<file path="src/rtl/qfba_pkg.sv">
package qfba_pkg;

  localparam int MAX_FAMILIES_DEF = 8;
  localparam int CAP_BITS_DEF     = 16;

  // fixed field widths of the ports
  localparam int CNT_W      = 4;
  localparam int SLOT_W     = 3;
  localparam int CAPS_W     = 16;
  localparam int CAPACITY_W = 8;
  localparam int FAM_W      = 3;
  localparam int CMP_W      = 6;

  localparam logic OP_LOAD  = 1'b0;
  localparam logic OP_ALLOC = 1'b1;

  // search token control bits travelling down the row of cells
  typedef struct packed {
    logic valid;
    logic hit;
  } tok_ctl_t;

endpackage

</file>
<file path="src/rtl/qfba_cell.sv">
module qfba_cell #(
  parameter int MAX_FAMILIES = qfba_pkg::MAX_FAMILIES_DEF,
  parameter int CAP_BITS     = qfba_pkg::CAP_BITS_DEF,
  parameter int INDEX        = 0,
  parameter int IDX_W        = (MAX_FAMILIES > 1) ? $clog2(MAX_FAMILIES) : 1,
  parameter int EXT_W        = $clog2(CAP_BITS + 1)
) (
  input  logic                            clk,
  input  logic                            rst_n,
  input  logic                            ld_we,
  input  logic [CAP_BITS-1:0]             ld_caps,
  input  logic [qfba_pkg::CAPACITY_W-1:0] ld_capacity,
  input  logic                            grant,
  input  logic [CAP_BITS-1:0]             req,
  input  logic [qfba_pkg::CNT_W-1:0]      cnt,
  input  qfba_pkg::tok_ctl_t              tok_i,
  input  logic [IDX_W-1:0]                bidx_i,
  input  logic [EXT_W-1:0]                bext_i,
  input  logic [CAP_BITS-1:0]             bcaps_i,
  input  logic [qfba_pkg::CAPACITY_W-1:0] bused_i,
  output qfba_pkg::tok_ctl_t              tok_o,
  output logic [IDX_W-1:0]                bidx_o,
  output logic [EXT_W-1:0]                bext_o,
  output logic [CAP_BITS-1:0]             bcaps_o,
  output logic [qfba_pkg::CAPACITY_W-1:0] bused_o
);

  logic [CAP_BITS-1:0]             caps_r;
  logic [qfba_pkg::CAPACITY_W-1:0] capacity_r;
  logic [qfba_pkg::CAPACITY_W-1:0] used_r, used_nxt;

  qfba_pkg::tok_ctl_t              tok_r, tok_nxt;
  logic [IDX_W-1:0]                bidx_r, bidx_nxt;
  logic [EXT_W-1:0]                bext_r, bext_nxt;
  logic [CAP_BITS-1:0]             bcaps_r, bcaps_nxt;
  logic [qfba_pkg::CAPACITY_W-1:0] bused_r, bused_nxt;

  logic [CAP_BITS-1:0] spare;
  logic [EXT_W-1:0]    extra;
  logic                active, fits, take;

  assign spare  = caps_r & ~req;
  assign active = qfba_pkg::CMP_W'(cnt) > qfba_pkg::CMP_W'(INDEX);
  assign fits   = tok_i.valid && active && ((caps_r & req) == req) && (used_r < capacity_r);
  assign take   = fits && (!tok_i.hit || (extra < bext_i));

  always_comb begin
    extra = '0;
    for (int b = 0; b < CAP_BITS; b++) begin
      extra = extra + EXT_W'(spare[b]);
    end
  end

  always_comb begin
    tok_nxt.valid = tok_i.valid;
    tok_nxt.hit   = tok_i.hit || take;
    bidx_nxt      = take ? IDX_W'(INDEX) : bidx_i;
    bext_nxt      = take ? extra : bext_i;
    bcaps_nxt     = take ? caps_r : bcaps_i;
    bused_nxt     = take ? used_r : bused_i;
  end

  always_comb begin
    used_nxt = used_r;
    if (ld_we) begin
      used_nxt = '0;
    end else if (grant) begin
      used_nxt = used_r + 1'b1;
    end
  end

  always_ff @(posedge clk) begin
    if (!rst_n) begin
      used_r <= '0;
      tok_r  <= '0;
    end else begin
      used_r <= used_nxt;
      tok_r  <= tok_nxt;
    end
  end

  always_ff @(posedge clk) begin
    if (ld_we) begin
      caps_r     <= ld_caps;
      capacity_r <= ld_capacity;
    end
    bidx_r  <= bidx_nxt;
    bext_r  <= bext_nxt;
    bcaps_r <= bcaps_nxt;
    bused_r <= bused_nxt;
  end

  assign tok_o   = tok_r;
  assign bidx_o  = bidx_r;
  assign bext_o  = bext_r;
  assign bcaps_o = bcaps_r;
  assign bused_o = bused_r;

endmodule

</file>
<file path="src/rtl/queue_family_best_fit_allocator_core.sv">
// Load request: the empty result passes through ST_DONE into the output register, and
// the next request is taken once it has gone there. Allocate request: a search token walks
// the row of family cells, one cell per cycle, and the result then passes through ST_DONE;
// the next request is taken once the result is in the output register, output permitting.
// Synchronous active-low reset clears the used counts, family_count and all control state;
// family masks and capacities hold no reset value until loaded.
module queue_family_best_fit_allocator_core #(
  parameter int MAX_FAMILIES = qfba_pkg::MAX_FAMILIES_DEF,
  parameter int CAP_BITS     = qfba_pkg::CAP_BITS_DEF
) (
  input  logic                            clk,
  input  logic                            rst_n,
  input  logic                            in_valid,
  output logic                            in_ready,
  input  logic                            in_operation,
  input  logic [qfba_pkg::SLOT_W-1:0]     in_family_slot,
  input  logic [qfba_pkg::CAPS_W-1:0]     in_family_caps,
  input  logic [qfba_pkg::CAPACITY_W-1:0] in_family_capacity,
  input  logic [qfba_pkg::CAPS_W-1:0]     in_required_caps,
  output logic                            out_valid,
  input  logic                            out_ready,
  output logic                            out_found,
  output logic [qfba_pkg::FAM_W-1:0]      out_chosen_family,
  output logic [qfba_pkg::CAPACITY_W-1:0] out_unit_index,
  output logic [qfba_pkg::CAPS_W-1:0]     out_chosen_caps,
  input  logic                            cfg_valid,
  output logic                            cfg_ready,
  input  logic [qfba_pkg::CNT_W-1:0]      cfg_family_count
);

  localparam int IDX_W = (MAX_FAMILIES > 1) ? $clog2(MAX_FAMILIES) : 1;
  localparam int EXT_W = $clog2(CAP_BITS + 1);

  localparam logic [1:0] ST_IDLE = 2'd0;
  localparam logic [1:0] ST_SCAN = 2'd1;
  localparam logic [1:0] ST_DONE = 2'd2;

  logic [1:0]                      state_r, state_nxt;
  logic                            start_r, start_nxt;
  logic [CAP_BITS-1:0]             req_r, req_nxt;
  logic [qfba_pkg::CNT_W-1:0]      family_count_r;

  logic                            res_found_r, res_found_nxt;
  logic [qfba_pkg::FAM_W-1:0]      res_family_r, res_family_nxt;
  logic [qfba_pkg::CAPACITY_W-1:0] res_unit_r, res_unit_nxt;
  logic [qfba_pkg::CAPS_W-1:0]     res_caps_r, res_caps_nxt;

  logic                            out_valid_r, out_valid_nxt;
  logic                            out_found_r;
  logic [qfba_pkg::FAM_W-1:0]      out_family_r;
  logic [qfba_pkg::CAPACITY_W-1:0] out_unit_r;
  logic [qfba_pkg::CAPS_W-1:0]     out_caps_r;
  logic                            out_load;

  logic                            in_fire, load_fire, scan_end;
  logic [CAP_BITS-1:0]             ld_caps;
  logic [MAX_FAMILIES-1:0]         ld_we, grant, tok_valid;

  qfba_pkg::tok_ctl_t              chain_tok   [MAX_FAMILIES+1];
  logic [IDX_W-1:0]                chain_idx   [MAX_FAMILIES+1];
  logic [EXT_W-1:0]                chain_ext   [MAX_FAMILIES+1];
  logic [CAP_BITS-1:0]             chain_caps  [MAX_FAMILIES+1];
  logic [qfba_pkg::CAPACITY_W-1:0] chain_used  [MAX_FAMILIES+1];

  assign in_ready  = (state_r == ST_IDLE);
  assign in_fire   = in_valid && in_ready;
  assign load_fire = in_fire && (in_operation == qfba_pkg::OP_LOAD);
  assign cfg_ready = 1'b1;
  assign ld_caps   = CAP_BITS'(in_family_caps);
  assign scan_end  = (state_r == ST_SCAN) && chain_tok[MAX_FAMILIES].valid;

  // inject the search token at the head of the row
  assign chain_tok[0].valid = start_r;
  assign chain_tok[0].hit   = 1'b0;
  assign chain_idx[0]       = '0;
  assign chain_ext[0]       = '0;
  assign chain_caps[0]      = '0;
  assign chain_used[0]      = '0;

  for (genvar i = 0; i < MAX_FAMILIES; i++) begin : g_cell
    assign ld_we[i] = load_fire &&
                      (qfba_pkg::CMP_W'(in_family_slot) == qfba_pkg::CMP_W'(i));
    assign grant[i] = scan_end && chain_tok[MAX_FAMILIES].hit &&
                      (chain_idx[MAX_FAMILIES] == IDX_W'(i));
    assign tok_valid[i] = chain_tok[i+1].valid;

    qfba_cell #(
      .MAX_FAMILIES (MAX_FAMILIES),
      .CAP_BITS     (CAP_BITS),
      .INDEX        (i),
      .IDX_W        (IDX_W),
      .EXT_W        (EXT_W)
    ) u_cell (
      .clk         (clk),
      .rst_n       (rst_n),
      .ld_we       (ld_we[i]),
      .ld_caps     (ld_caps),
      .ld_capacity (in_family_capacity),
      .grant       (grant[i]),
      .req         (req_r),
      .cnt         (family_count_r),
      .tok_i       (chain_tok[i]),
      .bidx_i      (chain_idx[i]),
      .bext_i      (chain_ext[i]),
      .bcaps_i     (chain_caps[i]),
      .bused_i     (chain_used[i]),
      .tok_o       (chain_tok[i+1]),
      .bidx_o      (chain_idx[i+1]),
      .bext_o      (chain_ext[i+1]),
      .bcaps_o     (chain_caps[i+1]),
      .bused_o     (chain_used[i+1])
    );
  end

  always_comb begin
    state_nxt      = state_r;
    start_nxt      = 1'b0;
    req_nxt        = req_r;
    res_found_nxt  = res_found_r;
    res_family_nxt = res_family_r;
    res_unit_nxt   = res_unit_r;
    res_caps_nxt   = res_caps_r;
    out_load       = 1'b0;
    out_valid_nxt  = out_valid_r && !out_ready;
    case (state_r)
      ST_IDLE: begin
        if (in_fire) begin
          if (in_operation == qfba_pkg::OP_LOAD) begin
            // acknowledge the load with an empty result
            res_found_nxt  = 1'b0;
            res_family_nxt = '0;
            res_unit_nxt   = '0;
            res_caps_nxt   = '0;
            state_nxt      = ST_DONE;
          end else begin
            req_nxt   = CAP_BITS'(in_required_caps);
            start_nxt = 1'b1;
            state_nxt = ST_SCAN;
          end
        end
      end
      ST_SCAN: begin
        if (scan_end) begin
          res_found_nxt = chain_tok[MAX_FAMILIES].hit;
          if (chain_tok[MAX_FAMILIES].hit) begin
            res_family_nxt = qfba_pkg::FAM_W'(chain_idx[MAX_FAMILIES]);
            res_unit_nxt   = chain_used[MAX_FAMILIES];
            res_caps_nxt   = qfba_pkg::CAPS_W'(chain_caps[MAX_FAMILIES]);
          end else begin
            res_family_nxt = '0;
            res_unit_nxt   = '0;
            res_caps_nxt   = '0;
          end
          state_nxt = ST_DONE;
        end
      end
      ST_DONE: begin
        // hold the result until the output register is free
        if (!out_valid_r || out_ready) begin
          out_load      = 1'b1;
          out_valid_nxt = 1'b1;
          state_nxt     = ST_IDLE;
        end
      end
      default: begin
        state_nxt = ST_IDLE;
      end
    endcase
  end

  always_ff @(posedge clk) begin
    if (!rst_n) begin
      state_r        <= ST_IDLE;
      start_r        <= 1'b0;
      out_valid_r    <= 1'b0;
      family_count_r <= '0;
    end else begin
      state_r     <= state_nxt;
      start_r     <= start_nxt;
      out_valid_r <= out_valid_nxt;
      if (cfg_valid && cfg_ready) begin
        family_count_r <= cfg_family_count;
      end
    end
  end

  always_ff @(posedge clk) begin
    req_r        <= req_nxt;
    res_found_r  <= res_found_nxt;
    res_family_r <= res_family_nxt;
    res_unit_r   <= res_unit_nxt;
    res_caps_r   <= res_caps_nxt;
    if (out_load) begin
      out_found_r  <= res_found_r;
      out_family_r <= res_family_r;
      out_unit_r   <= res_unit_r;
      out_caps_r   <= res_caps_r;
    end
  end

  assign out_valid         = out_valid_r;
  assign out_found         = out_found_r;
  assign out_chosen_family = out_family_r;
  assign out_unit_index    = out_unit_r;
  assign out_chosen_caps   = out_caps_r;

`ifndef SYNTHESIS
  a_single_token: assert property (@(posedge clk) disable iff (!rst_n)
    $onehot0(tok_valid))
    else $error("more than one search token in the cell row");

  a_token_in_scan: assert property (@(posedge clk) disable iff (!rst_n)
    (state_r != ST_SCAN) |-> (tok_valid == '0))
    else $error("search token present outside a scan");

  a_single_grant: assert property (@(posedge clk) disable iff (!rst_n)
    $onehot0(grant))
    else $error("more than one family granted");

  a_busy_after_accept: assert property (@(posedge clk) disable iff (!rst_n)
    in_fire |=> (state_r != ST_IDLE))
    else $error("accepted request left no work in progress");
`endif

endmodule
</file>
<file path="config.mk">
export PLATFORM = sky130hd
export DESIGN_NAME = queue_family_best_fit_allocator_core
export DESIGN_NICKNAME = d
export VERILOG_FILES = /design/src/rtl/qfba_pkg.sv /design/src/rtl/qfba_cell.sv /design/src/rtl/queue_family_best_fit_allocator_core.sv
export SDC_FILE = /design/constraint.sdc
export NUM_CORES = 1
export LEC_CHECK = 0
export BUFFER_PORTS_ARGS = -buffer_cell sky130_fd_sc_hd__buf_2
export CAP_MARGIN = 20
export CORE_MARGIN = 5
export CORE_UTILIZATION = 36
export CTS_CLUSTER_DIAMETER = 120
export DETAILED_ROUTE_END_ITERATION = 12
export HOLD_SLACK_MARGIN = 0.15
export PLACE_DENSITY = 0.62
export SETUP_SLACK_MARGIN = 0.5
export SYNTH_ARGS = -nofsm -noshare
export SYNTH_HDL_FRONTEND = slang
export SYNTH_SLANG_ARGS = --single-unit
</file>
<file path="constraint.sdc">
create_clock -name clk -period 7.45 [get_ports clk]
set_input_delay 0.745 -clock clk [delete_from_list [all_inputs] [get_ports clk]]
set_output_delay 0.745 -clock clk [all_outputs]
set_load 0.02 [all_outputs]
</file>
**Yosys cells after proc, flatten, opt, wreduce, memory -nomap -nowiden**

Index checks and enable logic that the tools add are counted.

- $lt $le $gt $ge: 23
- Mux-type cells: 50
- Bitwise logic cells: 19
- Equal/unequal tests: 28
- Add/sub/neg operators: 128
- Reductions and logical operators: 92

Operator list:

| kind | count |
|---|---|
| $add A5 B1 Y5 | 112 |
| $and A16 B16 Y16 | 16 |
| $mux W16 | 11 |
| $eq A16 B16 Y1 | 8 |
| $mux W8 | 11 |
| $add A8 B1 Y8 const B | 8 |
| $lt A8 B8 Y1 | 8 |
| $logic_and A1 B1 Y1 | 52 |
| $lt A5 B5 Y1 | 7 |
| $pmux W16 S2 | 1 |
| $mux W5 | 6 |
| $eq A3 B3 Y1 const B | 8 |
| $add A1 B1 Y2 | 8 |
| $gt A4 B3 Y1 const B | 4 |
| $not A16 Y16 | 1 |
| $pmux W8 S2 | 1 |
| $reduce_or A2 Y1 | 8 |
| $logic_or A1 B1 Y1 | 15 |
| $eq A3 B2 Y1 const B | 4 |
| $mux W3 | 4 |
| $logic_not A1 Y1 | 9 |
| $mux W1 | 9 |
| $reduce_and A3 Y1 | 3 |
| $gt A4 B1 Y1 const B | 2 |
| 15 further kinds | 24 |

- Word-level logic and storage cells: 423
- Bits of input ports: 53
- Flip-flop bits (word level): 600
- Output and inout port bits: 31

**Depth between registers and ports, before layout**

- Word-level depth: 21
- Depth in mapped cells: 23
- Depth with buffers taken out: 21

**Hierarchy**

A second synthesis with hierarchy kept.

- Cell total of the unflattened synthesis: 2,116
- Area, all modules: 27,873.0 um^2

By module, submodules not included:

| module | times used | area an instance (um^2) | seq. area each (um^2) | cells an instance |
|---|---|---|---|---|
| qfba_cell (g_cell[4].u_cell) | 1 | 3,153.0 | 1,561.5 | 245 |
| qfba_cell (g_cell[3].u_cell) | 1 | 3,138.0 | 1,561.5 | 240 |
| qfba_cell (g_cell[1].u_cell) | 1 | 3,128.0 | 1,561.5 | 244 |
| qfba_cell (g_cell[5].u_cell) | 1 | 3,124.2 | 1,561.5 | 244 |
| qfba_cell (g_cell[6].u_cell) | 1 | 3,121.7 | 1,561.5 | 244 |
| qfba_cell (g_cell[7].u_cell) | 1 | 3,116.7 | 1,561.5 | 242 |
| qfba_cell (g_cell[2].u_cell) | 1 | 3,108.0 | 1,561.5 | 245 |
| qfba_cell (g_cell[0].u_cell) | 1 | 3,106.7 | 1,561.5 | 245 |
| queue_family_best_fit_allocator_core | 1 | 2,876.5 | 2,322.2 | 167 |

**Worst setup path after synthesis**

No wires, ideal clock.

- Path type: reg-to-reg
- Start point: register req_r[1]
- End point: register g_cell[7].u_cell.bcaps_r[0]
- Path slack: 1,457 ps
- Path buffers: 2
- Required time: 7,329 ps
- Library setup time: 121 ps
- Arrival time: 5,872 ps
- Stages on the path, launching flop included: 20
- Path through: edfxtp_1 clkbuf_1 nor2b_1 ha_1 inv_1 fa_1 fa_1 fa_1 inv_1 fa_1 inv_1 fa_1 fa_1 xnor2_1 ha_1 a21oi_1 a21oi_1 a2111oi_4 buf_6 mux2_2

- Word-level cells in the longest chain between the ends: 21
- Elaborated cells between the ends (all ways): 25
- Those cells by class: add/sub: 15; order compare: 1; eq/ne: 1; mux: 1; bitwise: 3; reduce/logical: 4

Ends and longest elaborated chain:

| element | RTL line | source |
|---|---|---|
| start: declaration | queue_family_best_fit_allocator_core.sv:40 | `logic [CAP_BITS-1:0] req_r, req_nxt;` |
| start signal: assignment | queue_family_best_fit_allocator_core.sv:188 | `req_r <= req_nxt;` |
| $not A16 Y16 | qfba_cell.sv:42 | `assign spare = caps_r & ~req;` |
| $and A16 B16 Y16 | qfba_cell.sv:42 |  |
| $add A1 B1 Y2 | qfba_cell.sv:50 | `extra = extra + EXT_W'(spare[b]);` |
| $add A5 B1 Y5 (14 in a row) | qfba_cell.sv:50 |  |
| $lt A5 B5 Y1 | qfba_cell.sv:45 | `assign take = fits && (!tok_i.hit \|\| (extra < bext_i));` |
| $logic_or A1 B1 Y1 | qfba_cell.sv:45 |  |
| $logic_and A1 B1 Y1 (*) | qfba_cell.sv:45 |  |
| $mux W16 (*) | qfba_cell.sv:59 | `bcaps_nxt = take ? caps_r : bcaps_i;` |
| named net g_cell[7].u_cell.bcaps_nxt[0] | qfba_cell.sv:35 | `logic [CAP_BITS-1:0] bcaps_r, bcaps_nxt;` |
| end signal: assignment | qfba_cell.sv:89 | `bcaps_r <= bcaps_nxt;` |
| end: declaration | qfba_cell.sv:35 |  |

Mark *: on every way through the listed nets, which the timed path passes. The rest lies on a longest branch.
A chain may end at the register's enable or synchronous reset.

**Final worst setup path**

- Start point: register req_r[2]
- End point: register g_cell[7].u_cell.bcaps_r[13]

- Word-level cells in the longest chain between the ends: 20
- Elaborated cells between the ends (all ways): 24
- Those cells by class: add/sub: 14; order compare: 1; eq/ne: 1; mux: 1; bitwise: 3; reduce/logical: 4

Ends and longest elaborated chain:

| element | RTL line |
|---|---|
| $not A16 Y16 | qfba_cell.sv:42 |
| $and A16 B16 Y16 | qfba_cell.sv:42 |
| $add A5 B1 Y5 (14 in a row) | qfba_cell.sv:50 |
| $lt A5 B5 Y1 | qfba_cell.sv:45 |
| $logic_or A1 B1 Y1 | qfba_cell.sv:45 |
| $logic_and A1 B1 Y1 (*) | qfba_cell.sv:45 |
| $mux W16 (*) | qfba_cell.sv:59 |
| named net g_cell[7].u_cell.bcaps_nxt[13] | qfba_cell.sv:35 |

Marked as above.

==> key figures <==
STA
  – Clock Skew: 0.0179 ns
  – Worst-Margin Slew: 0.930 ns
  – Min cycle time layout: 6.64 ns
  – Slew Viols, Final: 0
  – Fmax: 0.151 GHz
  – Hold violation total from the final report: 0
  – Fin crit share: 89.2%
  – RSZ-0062 raised after global routing: no
  – Setup TNS: 0 ns
  – # setup viols final: 0
  – Slew headroom: 38.0%

Run status
  – Status: complete, no violations

Synthesis
  – Syn_area_per_cell: 12.5 µm²
  – Post-synth EDFFs: 264
  – XOR/XNOR share of the synthesized area: 2.43%
  – Synth unique cells: 64
  – Post-synthesis sequential area ratio: 56.1%
  – FFs w/ async S/R, synth: 0%
  – Seq cells post-synth: 596
  – Mux contribution to synthesized area: 8.92%
  – Mapped Cells: 2075
  – Simple logic cell fraction of the synthesized area: 11.3%
  – Synth Area in Compound Gates: 4.49%
  – Mapped cell area: 26000 µm²
  – Main combinational cell family by area after synthesis: adder cells
  – Post-synth top flop: dfxtp_1
  – Synth Area in Adders: 12.5%
  – Syn_nets: 2340
  – Ys Warns: 0

GRT
  – Initial antenna violation count: 1
  – First-pass GRT wire length: 96.0 mm
  – Vias in the first global route: 15943
  – Gr ovfl total: 0
  – Largest net degree at the start of global routing: 37
  – Gr usage total: 16.0%

Min path
  – HP Class: primary input to register

Placement
  – Routability cong.: 0.907
  – I/O Buffers: 82
  – Detailed placement HPWL: 48.8 mm
  – Placed Instances: 3082

Floorplanning
  – Die width: 279 µm
  – Rows: 98
  – Core area: 71600 µm²
  – Die area: 77700 µm²
  – Die extent in y: 279 µm
  – Initial core utilization: 36.3%
  – Top Ports: 84

Worst setup path
  – Critical Path AT: 7.14 ns
  – Worst path top cell family by delay: adder cells
  – Crit path max-delay cell type: a2111oi_4
  – CP required: 7.95 ns
  – Startpoint Class: register
  – CP most frequent cell: fa_1
  – Crit Path Class: register to register
  – Worst Path Max Fanout: 16
  – Max incr delay on CP: 0.67 ns
  – Critical Path End Type: register
  – Critical path, cell by cell: clkinvlp_4 -> nand2_1 -> fa_1 -> fa_1 -> fa_1 -> inv_1 -> fa_1 -> inv_1 -> fa_1 -> fa_1 -> xnor2_1 -> ha_1 -> a21oi_1 -> a21oi_1 -> a2111oi_4 -> buf_4 -> mux2_2
  – Buffers & Inverters on Critical Path: 4

Final layout
  – Fin util: 41.2%
  – Area Growth Syn to Fin: 13.6%
  – Layout Cells excl Fill: 3194
  – Layout cell share with drive strength beyond 1: 18.1%
  – # nets final: 2458

Power
  – Max VDD drop: 0.164 mV
  – Switching power: 0.00161 W
  – Clock group share of total power: 42.3%
  – Pwr per Cell Area: 237 nW/µm²
  – P_int: 0.00539 W
  – Sw frac: 23.0%
  – P_leak: 12.3 nW
  – Sequential share of power: 49.6%
  – Power share of the combinational group: 8.0%

Drt
  – Drt wl/cell: 19.8 µm
  – First drt pass iteration count: 5
  – Initial DRC count: 1044
  – Antenna-violating nets left: 0
  – Detailed-route DRC error count: 0
  – DRT Wirelength: 63.1 mm
  – Routed vias/inst: 4.83
  – Total number of vias: 15413

Clock network
  – TritonCTS clock tree: built
  – Clock Pin Slew Worst Setup and Hold Paths: 0.06 ns
  – Clk Latency, worst-skew pair: 0.62 ns
  – CTS Root Cell: clkbuf_16
  – H-tree Lvls: 2
  – Number of clock sinks: 596
  – Clk buf depth: 3
  – Inserted Clock Buffers: 58

Run
  – Max cap viols: 0
## layer usage
metal	share of wire, %	wire [µm]	track usage, %	vias to the layer above
li1	-	-	-	7333
met1	47	29400	22.9	7546
met2	45	28400	25.5	449
met3	6.3	4000	2.77	85
met4	2.2	1360	3.73	0
met5	0	0	0	-
## flip-flops by register name, summed over array words and instances, names as in the netlist, 16 cells and up
signal,flops
g_cell.u_cell.bcaps_o,128
g_cell.u_cell.caps_r,128
g_cell.u_cell.bused_o,64
g_cell.u_cell.capacity_r,64
g_cell.u_cell.used_r,64
g_cell.u_cell.bext_o,35
g_cell.u_cell.bidx_o,17
g_cell.u_cell.tok_o,16
out_chosen_caps,16
req_r,16
res_caps_r,16
## timing repair
action | in CTS | in global routing
gates resized for setup | 0 | 1
hold buffers | 0 | 0
endpoints found under the setup margin | 0 | 33
setup buffers | 0 | 1
## synth_stat cells, types with 34 or more instances
| master | instances | share of area [%] |
|---|---|---|
| dfxtp_1 | 332 | 26 |
| nand2b_1 | 56 | 1.3 |
| nor2_1 | 97 | 1.4 |
| edfxtp_1 | 264 | 30 |
| ha_1 | 132 | 6.4 |
| nor2b_1 | 92 | 2.2 |
| inv_1 | 224 | 3.2 |
| mux2_2 | 157 | 6.8 |
| nand2_1 | 106 | 1.5 |
| fa_1 | 80 | 6.2 |
| o21ai_0 | 34 | 0.65 |
| nand4_1 | 35 | 0.84 |
| and2_1 | 75 | 1.8 |
| xor2_1 | 49 | 1.7 |
## final timing paths
kind | cells after the start | to | from | slack [ns]
worst max-delay path | 17 | g_cell[7].u_cell.bcaps_o[13] | req_r[2] | 0.81
worst min-delay path | 1 | req_r[3] | in_required_caps[3] | 0.31
worst max register to register | 17 | g_cell[7].u_cell.bcaps_o[13] | req_r[2] | 0.81
worst min register to register | 1 | g_cell[7].u_cell.bidx_o[2] | g_cell[6].u_cell.bidx_o[2] | 0.41
## logic make-up (layout without fill, tap and decap cells)
kind of cell,Yosys count,after routing
other,1,3
AO/OA/AOI/OAI,171,171
flip-flops,596,596
AND/OR/NAND/NOR,550,550
buffers and inverters,274,441
XOR/XNOR,72,72
adder cells (fa/ha/maj),212,212
multiplexers,199,199
## power by group through the flow
stage | Clock, W | Combinational [W] | Sequential, W
floorplan | 0 | 0.000392 | 0.00353
global placement | 0 | 0.000546 | 0.00354
detailed placement | 0 | 0.000568 | 0.00354
CTS | 0.00303 | 0.000570 | 0.00347
global route | 0.00317 | 0.000652 | 0.00347
finish | 0.00296 | 0.000563 | 0.00347
## metrics by stage
step / total power [W] / hold WS, ns / instance area (µm²) / setup WS (ns)
after floorplan: 0.00392 / 0.386 / 26000 / 1.46
after global placement: 0.00409 / 0.399 / 27500 / 0.792
after detailed placement: 0.00411 / 0.398 / 27500 / 0.676
after CTS: 0.00707 / 0.275 / 29500 / 0.684
after global routing: 0.00729 / 0.285 / 29500 / 0.513
final: 0.00699 / 0.309 / 29500 / 0.806
## worst register-to-register path: stages, from the launching register on
cell,delay (ns)
edfxtp_1,0.60
clkinvlp_4,0.49
nand2_1,0.23
fa_1,0.47
fa_1,0.53
fa_1,0.56
inv_1,0.06
fa_1,0.53
inv_1,0.05
fa_1,0.45
fa_1,0.41
xnor2_1,0.19
ha_1,0.26
a21oi_1,0.15
a21oi_1,0.12
a2111oi_4,0.67
buf_4,0.36
mux2_2,0.38
## layout by cell type, fill, tap and decap left out, types with 31 or more instances in the layout
| cell | instances |
|---|---|
| edfxtp_1 | 264 |
| mux2_2 | 157 |
| o21ai_0 | 34 |
| ha_1 | 132 |
| nand4_1 | 35 |
| buf_2 | 82 |
| nand2_1 | 106 |
| inv_1 | 223 |
| and2_1 | 75 |
| xor2_1 | 49 |
| nor2_1 | 90 |
| fa_1 | 80 |
| a21oi_1 | 31 |
| clkbuf_16 | 59 |
| nand2b_1 | 56 |
| nor2b_1 | 91 |
| dfxtp_1 | 332 |
## area by class of cell
type | instances | area (µm²)
Antenna cell | 2 | 5.00
Clock buffer | 85 | 1700
Clock inverter | 24 | 260
Fill cell | 6727 | 42100
Inverter | 224 | 845
Multi-Input combinational cell | 1205 | 10300
Sequential cell | 596 | 14600
Tap cell | 950 | 1190
Timing Repair Buffer | 108 | 618
No activity file was read; power rests on OpenSTA's default activity.
